==> src/hdl/q4k_pkg.sv <==
package q4k_pkg;

    localparam int unsigned SbBytes    = 144;
    localparam int unsigned HdrBytes   = 16;
    localparam int unsigned ChunkBytes = 32;
    localparam int unsigned RunLen     = 64;

    localparam logic [15:0] HalfQnan = 16'h7E00;
    localparam logic [14:0] HalfInf  = 15'h7C00;

    typedef enum logic [1:0] {
        SQ_IDLE,
        SQ_PREP,
        SQ_ISSUE,
        SQ_WAIT
    } t_seq_state;

    typedef enum logic [2:0] {
        DP_IDLE,
        DP_PROD,
        DP_ALIGN,
        DP_NORM,
        DP_R32,
        DP_R16,
        DP_DONE
    } t_dp_state;

    // one element's operands, handed from the sequencer to the arithmetic unit
    typedef struct packed {
        logic [16:0] pa;      // scale significand * sub-scale
        logic [16:0] pb;      // min significand * sub-min
        logic [3:0]  q;
        logic [4:0]  ea;      // biased exponents, subnormals as 1
        logic [4:0]  eb;
        logic        sa;
        logic        sb;
        logic        a_inf;
        logic        a_nan;
        logic        b_inf;
        logic        b_nan;
        logic        sc_zero;
        logic        mn_zero;
    } t_dp_req;

    typedef struct packed {
        logic start;
        logic ack;
    } t_dp_ctl;

endpackage

==> src/hdl/q4k_dp.sv <==
module q4k_dp (
    input  logic             i_clk,
    input  logic             i_rst_n,
    input  q4k_pkg::t_dp_ctl i_ctl,
    input  q4k_pkg::t_dp_req i_req,
    output logic             o_done,
    output logic [15:0]      o_result
);

    q4k_pkg::t_dp_state r_state, n_state;

    q4k_pkg::t_dp_req r_req;
    logic [20:0]        r_ma;
    logic [50:0]        r_mag;
    logic               r_neg;
    logic [4:0]         r_emin;
    logic [5:0]         r_s;
    logic [23:0]        r_m24;
    logic signed [7:0]  r_he;
    logic [15:0]        r_res;

    // combinational pieces
    logic        a_nan, a_inf, b_nan, b_inf, res_nan, res_inf, res_sgn;
    logic [4:0]  sh;
    logic [50:0] a_al, b_al;
    logic signed [51:0] sva, svb, diff;
    logic [50:0] mag;
    logic [24:0] m_rnd;
    logic        inc32;
    logic [4:0]  sub_sh;
    logic [47:0] w;
    logic [14:0] h;
    logic        guard, sticky, inc16;
    logic [15:0] half;

    assign o_done   = (r_state == q4k_pkg::DP_DONE);
    assign o_result = r_res;

    always_ff @(posedge i_clk) begin
        if (!i_rst_n) begin
            r_state <= q4k_pkg::DP_IDLE;
        end else begin
            r_state <= n_state;
        end
    end

    always_comb begin
        a_nan   = r_req.a_nan | (r_req.a_inf & (r_req.sc_zero | (r_req.q == 4'd0)));
        a_inf   = r_req.a_inf & !a_nan;
        b_nan   = r_req.b_nan | (r_req.b_inf & r_req.mn_zero);
        b_inf   = r_req.b_inf & !b_nan;
        res_nan = a_nan | b_nan | (a_inf & b_inf & (r_req.sa == r_req.sb));
        res_inf = a_inf | b_inf;
        res_sgn = a_inf ? r_req.sa : !r_req.sb;

        sh   = (r_req.ea >= r_req.eb) ? (r_req.ea - r_req.eb) : (r_req.eb - r_req.ea);
        a_al = (r_req.ea >= r_req.eb) ? (51'(r_ma) << sh) : 51'(r_ma);
        b_al = (r_req.ea >= r_req.eb) ? 51'(r_req.pb) : (51'(r_req.pb) << sh);
        sva  = r_req.sa ? -$signed({1'b0, a_al}) : $signed({1'b0, a_al});
        svb  = r_req.sb ? -$signed({1'b0, b_al}) : $signed({1'b0, b_al});
        diff = sva - svb;
        mag  = diff[51] ? 51'(-diff) : diff[50:0];

        // fp32 round to nearest even on the normalized magnitude
        inc32 = r_mag[26] & ((|r_mag[25:0]) | r_mag[27]);
        m_rnd = {1'b0, r_mag[50:27]} + 25'(inc32);

        // fp16 rounding of the fp32 value
        sub_sh = 5'(8'sd14 - r_he);
        w      = {r_m24, 24'd0} >> sub_sh;
        if (r_he > 8'sd0) begin
            h      = {r_he[4:0], r_m24[22:13]};
            guard  = r_m24[12];
            sticky = |r_m24[11:0];
        end else begin
            h      = w[38:24];
            guard  = w[23];
            sticky = |w[22:0];
        end
        inc16 = guard & (sticky | h[0]);
        if (r_he >= 8'sd31) begin
            half = {r_neg, q4k_pkg::HalfInf};
        end else if (r_he < -8'sd10) begin
            half = {r_neg, 15'd0};
        end else begin
            half = {r_neg, h + 15'(inc16)};
        end
    end

    always_comb begin
        n_state = r_state;
        unique case (r_state)
            q4k_pkg::DP_IDLE:  if (i_ctl.start) n_state = q4k_pkg::DP_PROD;
            q4k_pkg::DP_PROD:  n_state = q4k_pkg::DP_ALIGN;
            q4k_pkg::DP_ALIGN: begin
                if (res_nan || res_inf) begin
                    n_state = q4k_pkg::DP_DONE;
                end else if (mag == 51'd0) begin
                    n_state = q4k_pkg::DP_DONE;
                end else begin
                    n_state = q4k_pkg::DP_NORM;
                end
            end
            q4k_pkg::DP_NORM:  if (r_mag[50]) n_state = q4k_pkg::DP_R32;
            q4k_pkg::DP_R32:   n_state = q4k_pkg::DP_R16;
            q4k_pkg::DP_R16:   n_state = q4k_pkg::DP_DONE;
            q4k_pkg::DP_DONE:  if (i_ctl.ack) n_state = q4k_pkg::DP_IDLE;
            default:           n_state = q4k_pkg::DP_IDLE;
        endcase
    end

    always_ff @(posedge i_clk) begin
        unique case (r_state)
            q4k_pkg::DP_IDLE: begin
                if (i_ctl.start) r_req <= i_req;
            end
            q4k_pkg::DP_PROD: begin
                r_ma <= 21'(r_req.pa) * 21'(r_req.q);
            end
            q4k_pkg::DP_ALIGN: begin
                r_mag  <= mag;
                r_neg  <= diff[51];
                r_emin <= (r_req.ea >= r_req.eb) ? r_req.eb : r_req.ea;
                r_s    <= 6'd0;
                if (res_nan) begin
                    r_res <= q4k_pkg::HalfQnan;
                end else if (res_inf) begin
                    r_res <= {res_sgn, q4k_pkg::HalfInf};
                end else begin
                    // exact zero: negative only for -0 minus +0
                    r_res <= {r_req.sa & !r_req.sb & (r_ma == 21'd0), 15'd0};
                end
            end
            q4k_pkg::DP_NORM: begin
                priority if (r_mag[50]) begin
                end else if (r_mag[50:35] == 16'd0) begin
                    r_mag <= r_mag << 16;
                    r_s   <= r_s + 6'd16;
                end else if (r_mag[50:47] == 4'd0) begin
                    r_mag <= r_mag << 4;
                    r_s   <= r_s + 6'd4;
                end else begin
                    r_mag <= r_mag << 1;
                    r_s   <= r_s + 6'd1;
                end
            end
            q4k_pkg::DP_R32: begin
                r_m24 <= m_rnd[24] ? 24'h800000 : m_rnd[23:0];
                r_he  <= $signed(8'(r_emin) + 8'd40 - 8'(r_s) + 8'(m_rnd[24]));
            end
            q4k_pkg::DP_R16: begin
                r_res <= half;
            end
            q4k_pkg::DP_DONE: begin
            end
            default: begin
            end
        endcase
    end

endmodule

==> src/hdl/q4k_superblock_dequantizer_core.sv <==
// Q4_K super-block dequantizer.
// Input channel: one raw byte per word (i_data_byte, i_final_block) on
// i_in_valid / o_in_ready. Bytes come in file order, 144 per super-block.
// Output channel: one fp16 element per word (o_half_value, o_element_index,
// o_run_last, o_tensor_end) on o_out_valid / i_out_ready.
// Header and chunk bytes can be accepted back to back. The 32nd byte of a chunk
// starts a run of 64 elements; o_in_ready stays low until the run is done.
// Each element passes through one shared fp unit, one element at a time:
// product, align/subtract, leading-one shift, fp32 round, fp16 round; a zero,
// NaN or infinite result skips the shift and both rounds. Operand setup
// (sub-scale and sub-min products) runs once per 32 elements.
// The multiplies are exact; only the fp32 subtract and the fp16
// conversion round, both to nearest even. NaN comes out as 0x7E00.
// A stalled receiver holds the output word; the fp unit finishes the next
// element and then waits. Reset returns the byte counter to the start of a
// super-block and clears the scale and minimum.
module q4k_superblock_dequantizer_core (
    input  logic        i_clk,
    input  logic        i_rst_n,
    input  logic        i_in_valid,
    output logic        o_in_ready,
    input  logic [7:0]  i_data_byte,
    input  logic        i_final_block,
    output logic        o_out_valid,
    input  logic        i_out_ready,
    output logic [15:0] o_half_value,
    output logic [7:0]  o_element_index,
    output logic        o_run_last,
    output logic        o_tensor_end
);

    q4k_pkg::t_seq_state r_state, n_state;

    logic [15:0] r_scale, r_min;
    logic [7:0]  r_sub [12];
    logic [7:0]  r_buf [32];
    logic [7:0]  r_pos;
    logic [1:0]  r_c;
    logic        r_fin;
    logic [5:0]  r_k;
    logic [16:0] r_pa, r_pb;
    logic        r_sc_zero, r_mn_zero;
    logic        r_out_valid;
    logic [15:0] r_half;
    logic [7:0]  r_idx;
    logic        r_last, r_tend;

    logic        acc;
    logic [7:0]  off;
    logic        chunk_end;
    logic [2:0]  j;
    logic [5:0]  sc, mn;
    logic [10:0] md, mm;
    logic [7:0]  qb;
    logic        take;
    q4k_pkg::t_dp_req req;
    q4k_pkg::t_dp_ctl ctl;
    logic        dp_done;
    logic [15:0] dp_res;

    assign o_in_ready      = (r_state == q4k_pkg::SQ_IDLE);
    assign acc             = i_in_valid && o_in_ready;
    assign off             = r_pos - 8'(q4k_pkg::HdrBytes);
    assign chunk_end       = (r_pos >= 8'(q4k_pkg::HdrBytes)) && (off[4:0] == 5'd31);
    assign o_out_valid     = r_out_valid;
    assign o_half_value    = r_half;
    assign o_element_index = r_idx;
    assign o_run_last      = r_last;
    assign o_tensor_end    = r_tend;

    assign take = (r_state == q4k_pkg::SQ_WAIT) && dp_done && (!r_out_valid || i_out_ready);
    assign j    = {r_c, r_k[5]};
    assign md   = {r_scale[14:10] != 5'd0, r_scale[9:0]};
    assign mm   = {r_min[14:10] != 5'd0, r_min[9:0]};
    assign qb   = r_buf[r_k[4:0]];

    always_comb begin
        unique case (j)
            3'd0: begin sc = r_sub[0][5:0]; mn = r_sub[4][5:0]; end
            3'd1: begin sc = r_sub[1][5:0]; mn = r_sub[5][5:0]; end
            3'd2: begin sc = r_sub[2][5:0]; mn = r_sub[6][5:0]; end
            3'd3: begin sc = r_sub[3][5:0]; mn = r_sub[7][5:0]; end
            3'd4: begin sc = {r_sub[0][7:6], r_sub[8][3:0]};  mn = {r_sub[4][7:6], r_sub[8][7:4]};  end
            3'd5: begin sc = {r_sub[1][7:6], r_sub[9][3:0]};  mn = {r_sub[5][7:6], r_sub[9][7:4]};  end
            3'd6: begin sc = {r_sub[2][7:6], r_sub[10][3:0]}; mn = {r_sub[6][7:6], r_sub[10][7:4]}; end
            3'd7: begin sc = {r_sub[3][7:6], r_sub[11][3:0]}; mn = {r_sub[7][7:6], r_sub[11][7:4]}; end
            default: begin sc = 6'd0; mn = 6'd0; end
        endcase
    end

    always_comb begin
        req.pa      = r_pa;
        req.pb      = r_pb;
        req.q       = r_k[5] ? qb[7:4] : qb[3:0];
        req.ea      = (r_scale[14:10] == 5'd0) ? 5'd1 : r_scale[14:10];
        req.eb      = (r_min[14:10] == 5'd0) ? 5'd1 : r_min[14:10];
        req.sa      = r_scale[15];
        req.sb      = r_min[15];
        req.a_inf   = (r_scale[14:10] == 5'h1F) && (r_scale[9:0] == 10'd0);
        req.a_nan   = (r_scale[14:10] == 5'h1F) && (r_scale[9:0] != 10'd0);
        req.b_inf   = (r_min[14:10] == 5'h1F) && (r_min[9:0] == 10'd0);
        req.b_nan   = (r_min[14:10] == 5'h1F) && (r_min[9:0] != 10'd0);
        req.sc_zero = r_sc_zero;
        req.mn_zero = r_mn_zero;
        ctl.start   = (r_state == q4k_pkg::SQ_ISSUE);
        ctl.ack     = take;
    end

    q4k_dp u_dp (
        .i_clk   (i_clk),
        .i_rst_n (i_rst_n),
        .i_ctl   (ctl),
        .i_req   (req),
        .o_done  (dp_done),
        .o_result(dp_res)
    );

    always_comb begin
        n_state = r_state;
        unique case (r_state)
            q4k_pkg::SQ_IDLE:  if (acc && chunk_end) n_state = q4k_pkg::SQ_PREP;
            q4k_pkg::SQ_PREP:  n_state = q4k_pkg::SQ_ISSUE;
            q4k_pkg::SQ_ISSUE: n_state = q4k_pkg::SQ_WAIT;
            q4k_pkg::SQ_WAIT: begin
                if (take) begin
                    priority if (r_k == 6'(q4k_pkg::RunLen - 1)) begin
                        n_state = q4k_pkg::SQ_IDLE;
                    end else if (r_k == 6'(q4k_pkg::ChunkBytes - 1)) begin
                        n_state = q4k_pkg::SQ_PREP;
                    end else begin
                        n_state = q4k_pkg::SQ_ISSUE;
                    end
                end
            end
            default: n_state = q4k_pkg::SQ_IDLE;
        endcase
    end

    always_ff @(posedge i_clk) begin
        if (!i_rst_n) begin
            r_state     <= q4k_pkg::SQ_IDLE;
            r_pos       <= 8'd0;
            r_scale     <= 16'd0;
            r_min       <= 16'd0;
            r_out_valid <= 1'b0;
        end else begin
            r_state <= n_state;
            if (acc) begin
                r_pos <= (r_pos == 8'(q4k_pkg::SbBytes - 1)) ? 8'd0 : r_pos + 8'd1;
                unique case (r_pos)
                    8'd0: r_scale[7:0]  <= i_data_byte;
                    8'd1: r_scale[15:8] <= i_data_byte;
                    8'd2: r_min[7:0]    <= i_data_byte;
                    8'd3: r_min[15:8]   <= i_data_byte;
                    default: begin
                    end
                endcase
            end
            if (take) begin
                r_out_valid <= 1'b1;
            end else if (i_out_ready) begin
                r_out_valid <= 1'b0;
            end
        end
    end

    always_ff @(posedge i_clk) begin
        if (acc) begin
            if (r_pos >= 8'd4 && r_pos < 8'(q4k_pkg::HdrBytes)) begin
                r_sub[4'(r_pos - 8'd4)] <= i_data_byte;
            end
            if (r_pos >= 8'(q4k_pkg::HdrBytes)) begin
                r_buf[off[4:0]] <= i_data_byte;
            end
            if (chunk_end) begin
                r_c   <= off[6:5];
                r_fin <= i_final_block;
                r_k   <= 6'd0;
            end
        end
        if (r_state == q4k_pkg::SQ_PREP) begin
            r_pa      <= 17'(md) * 17'(sc);
            r_pb      <= 17'(mm) * 17'(mn);
            r_sc_zero <= (sc == 6'd0);
            r_mn_zero <= (mn == 6'd0);
        end
        if (take) begin
            r_half <= dp_res;
            r_idx  <= {r_c, r_k};
            r_last <= (r_k == 6'(q4k_pkg::RunLen - 1));
            r_tend <= (r_k == 6'(q4k_pkg::RunLen - 1)) && (r_c == 2'd3) && r_fin;
            r_k    <= r_k + 6'd1;
        end
    end

endmodule

==> config.mk <==
export PLATFORM = sky130hd
export DESIGN_NAME = q4k_superblock_dequantizer_core
export DESIGN_NICKNAME = d
export VERILOG_FILES = /design/src/hdl/q4k_pkg.sv /design/src/hdl/q4k_dp.sv /design/src/hdl/q4k_superblock_dequantizer_core.sv
export SDC_FILE = /design/constraint.sdc
export NUM_CORES = 2
export LEC_CHECK = 0
export BUFFER_PORTS_ARGS = -buffer_cell sky130_fd_sc_hd__buf_2
export CAP_MARGIN = 20
export CORE_MARGIN = 4
export CORE_UTILIZATION = 45
export DETAILED_ROUTE_END_ITERATION = 8
export MAX_ROUTING_LAYER = met4
export PLACE_DENSITY = 0.65
export RECOVER_POWER = 100
export SYNTH_ARGS = -nofsm -noshare
export SYNTH_HDL_FRONTEND = slang
export SYNTH_HIERARCHICAL = 1
export SYNTH_SLANG_ARGS = --single-unit
==> constraint.sdc <==
create_clock -name i_clk -period 15.9 [get_ports i_clk]
set_clock_uncertainty 0.15 [all_clocks]
set_input_delay 2.385 -clock i_clk [delete_from_list [all_inputs] [get_ports i_clk]]
set_output_delay 2.385 -clock i_clk [all_outputs]
set_load 0.01 [all_outputs]
==> key figures <==
Run status
  • Status: finished with violations
  • Failing checks: max-capacitance violations, max-slew violations

Cells and area
  • Area Growth Syn to Fin: 7.545%
  • Final cell area excluding filler cells: about 0.050 mm2
  • Final Non-Filler Cells: 5870
  • Final net count: about 4700
  • Layout cells sized above 1: under 10%

Clock network
  • CTS Hold Bufs: 0
  • Post-CTS setup buffer count: 0
  • Clk_lat worst skew: ~0.63 ns
  • CTS tree: built
  • Clk root buf: clkbuf_16
  • TritonCTS Buffers: 70
  • Clock Sinks: roughly 660
  • Post-CTS resize count: 0
  • H-tree depth: 3
  • CTS clk-pin slew, worst paths: around 0.06 ns
  • Clock Tree Buf Depth: 3

Logic synthesis
  • Synth top area share: around two fifths
  • Largest area contributor in the netlist: edfxtp_1
  • Synth cell types: roughly 110
  • Post-Syn Instances: around 4500
  • Post-synthesis register bit count: approximately 660
  • Ys flop type: edfxtp_1
  • EDFF count, synth: between 600 and 700
  • Sequential area share after synthesis: 41.79%
  • Mapped Nets: between 4000 and 5000
  • Area contributors post-synth: edfxtp_1 40%, fa_1 4.7%, mux4_2 4.6%
  • Asr flop ratio synth: 0%
  • Synth warn: 6
  • Syn Area/Cell: around 10 um2
  • Post-Synthesis Cell Area: around 0.046 mm2

Timing
  • Finish-stage setup viols: 0
  • Fin worst setup slack: between 2 and 2.5 ns
  • Tightest Pin Transition: between 3 and 4 ns
  • RSZ-0062 raised after global routing: false
  • FMAX: ~74 MHz
  • Setup TNS: 0 ns
  • Fin crit period: roughly 13 ns
  • Slew margin rel.: -150.6%
  • Final hold vios: 0
  • Max-slew violations: roughly 1000
  • Period utilization: a little over four fifths

Power
  • Lkg Pwr: between 15 and 20 nW
  • Pwr/cell area: between 90 and 100 mW/mm2
  • Worst VDD drop: 108.3 uV
  • Pwr Total: around 0.0048 W

Global routing
  • Grt total ovfl: 0
  • Via count of the first global-routing pass: between 30000 and 40000
  • Antenna violations before repair: 0
  • First-pass GRT wire length: roughly 210000 um
  • Largest net degree at the start of global routing: 67
  • All-Layer GR Usage: 25.34%

Die
  • Core area: just over 0.1 mm2
  • Cell Rows: roughly 120
  • Die ar.: about 0.11 mm2
  • Width of the die: between 300 and 400 um
  • Die span in y: between 300 and 400 um
  • I/O pin count: 41
  • Starting Density: between 40% and 50%

Route
  • ANT nets after route: 0
  • Vias: ~36000
  • Routed wire length: 135100 um
  • TritonRoute pass-1 iters: 6
  • DR WL/cell: around 23 um
  • Starting DRT DRC Count: roughly 3700
  • Vias per inst: 6.084
  • DRC: 0

Min path
  • Hold Crit Class: register to register

Worst setup path
  • Critical path startpoint category: register
  • Critical Path RT: roughly 16 ns
  • Crit-path slowest cell: clkbuf_1
  • Worst Setup Path Type: register to register
  • Worst-path fanout max: 63
  • Critical Path AT: 13.85 ns
  • Worst setup EP type: register
  • Worst R2R Setup Slack: around 2.4 ns
  • Max incr delay on CP: between 1.5 and 2 ns
  • Most used cell, CP: nand2_1

Placed design
  • Setup WS pre-CTS: between 4 and 5 ns
  • Cells after DPL: roughly 5700
  • Post-detail-place hpwl: around 99000 um
  • Post-Place Cell Area: roughly 0.048 mm2
  • Gpl congestion: slightly below 1
  • Port Buffer Count: 40

Job
  • Max-Cap Viols: 26
flip-flops by register name (all words and copies together) (netlist names), 8 cells and up, named ones only:
| signal | count |
|---|---|
| r_pa | 17 |
| r_pb | 17 |
| r_pos | 8 |
| u_dp/r_m24 | 24 |
| u_dp/r_mag | 51 |
| r_buf | 256 |
| o_half_value | 16 |
| u_dp/o_result | 16 |
| u_dp/r_ma | 21 |
| u_dp/r_req | 56 |
| r_min | 16 |
| r_scale | 16 |
| o_element_index | 8 |
| r_sub | 96 |
| u_dp/r_he | 8 |
Yosys cell counts (all sizes together) (111+ instances only):
cell	instances
nand3	112
ha	168
nand2	395
nor3	111
nor2	351
xor2	116
o21ai	213
clkbuf	155
mux2i	136
and2	163
a21oi	270
edfxtp	611
xnor2	160
inv	232
cell usage in the layout, fill, tap and decap left out, types with 96 or more instances in the layout:
cell,count
ha_1,167
nor2b_1,96
fa_1,108
o21ai_0,202
nor2_1,350
a21oi_1,268
inv_1,229
mux2i_1,136
xnor2_1,160
nand2_1,392
nand3_1,107
and2_1,142
edfxtp_1,611
xor2_1,116
nor3_1,111
stage by stage:
stage	util (%)	hold WS (ns)
finish	48.85	0.2575
global route	48.85	0.2658
CTS	49.06	0.2548
detailed placement	46.77	0.2545
global placement	46.77	0.2505
floorplan	-	0.2503
final cells by class:
cell class | count | area, um2
fill | 9392 | 52190
multi-input combinational | 3380 | 25040
sequential | 662 | 19370
clock buffer | 95 | 1958
tap | 1368 | 1712
inverter | 233 | 874.6
timing repair buffer | 97 | 495.5
clock inverter | 34 | 384.1
antenna | 1 | 2.502
cells by family (layout without fill, tap and decap cells):
family / after synthesis / after routing / share of synthesized area [%]
flops: 662 / 662 / 41.79
mux: 251 / 251 / 8.039
buf+inv: 473 / 459 / 4.136
fa+ha+maj: 276 / 276 / 9.200
xor+xnor: 277 / 277 / 5.270
simple gates: 1508 / 1508 / 16.35
other cells: 0 / 1 / 0
compound gates: 1068 / 1068 / 15.22
report_power, final:
group	total, W	switching, W	internal, W
combinational	0.00101	0.000649	0.000360
sequential	0.00219	0.000138	0.00205
clock	0.00164	0.000696	0.000946
total	0.00484	0.00148	0.00335
worst paths after layout:
check                                               from                           end  depth (start not counted)
worst max-delay path            u_dp/r_req[13]$_DFFE_PP_  u_dp/r_state[2]$_SDFFE_PN0P_                         39
worst min-delay path                  r_pa[16]$_DFFE_PN_      u_dp/r_req[55]$_DFFE_PP_                          0
worst max register to register  u_dp/r_req[13]$_DFFE_PP_  u_dp/r_state[2]$_SDFFE_PN0P_                         39
worst min register to register        r_pa[16]$_DFFE_PN_      u_dp/r_req[55]$_DFFE_PP_                          0
per-layer routing:
layer | global-route usage (%) | vias to the layer above | wire (um)
met4 | 8.003 | 0 | 4824
met1 | 34.43 | 17620 | 58190
met3 | 2.822 | 230 | 8463
met2 | 40.10 | 1310 | 63620
li1 | - | 16550 | -
met5 | - | - | 0
worst max-delay path, delay by kind of cell, from the launching register on:
kind	cells	cell delay (ns)
AOI/OAI and AO/OA	12	3.57
xor gates and xnor gates	3	0.76
adders and majority gates	2	0.81
buffers and inverters	4	3.24
DFF	1	0.40
and+or+nand+nor	18	4.39
(Power assumes the default switching activity.)
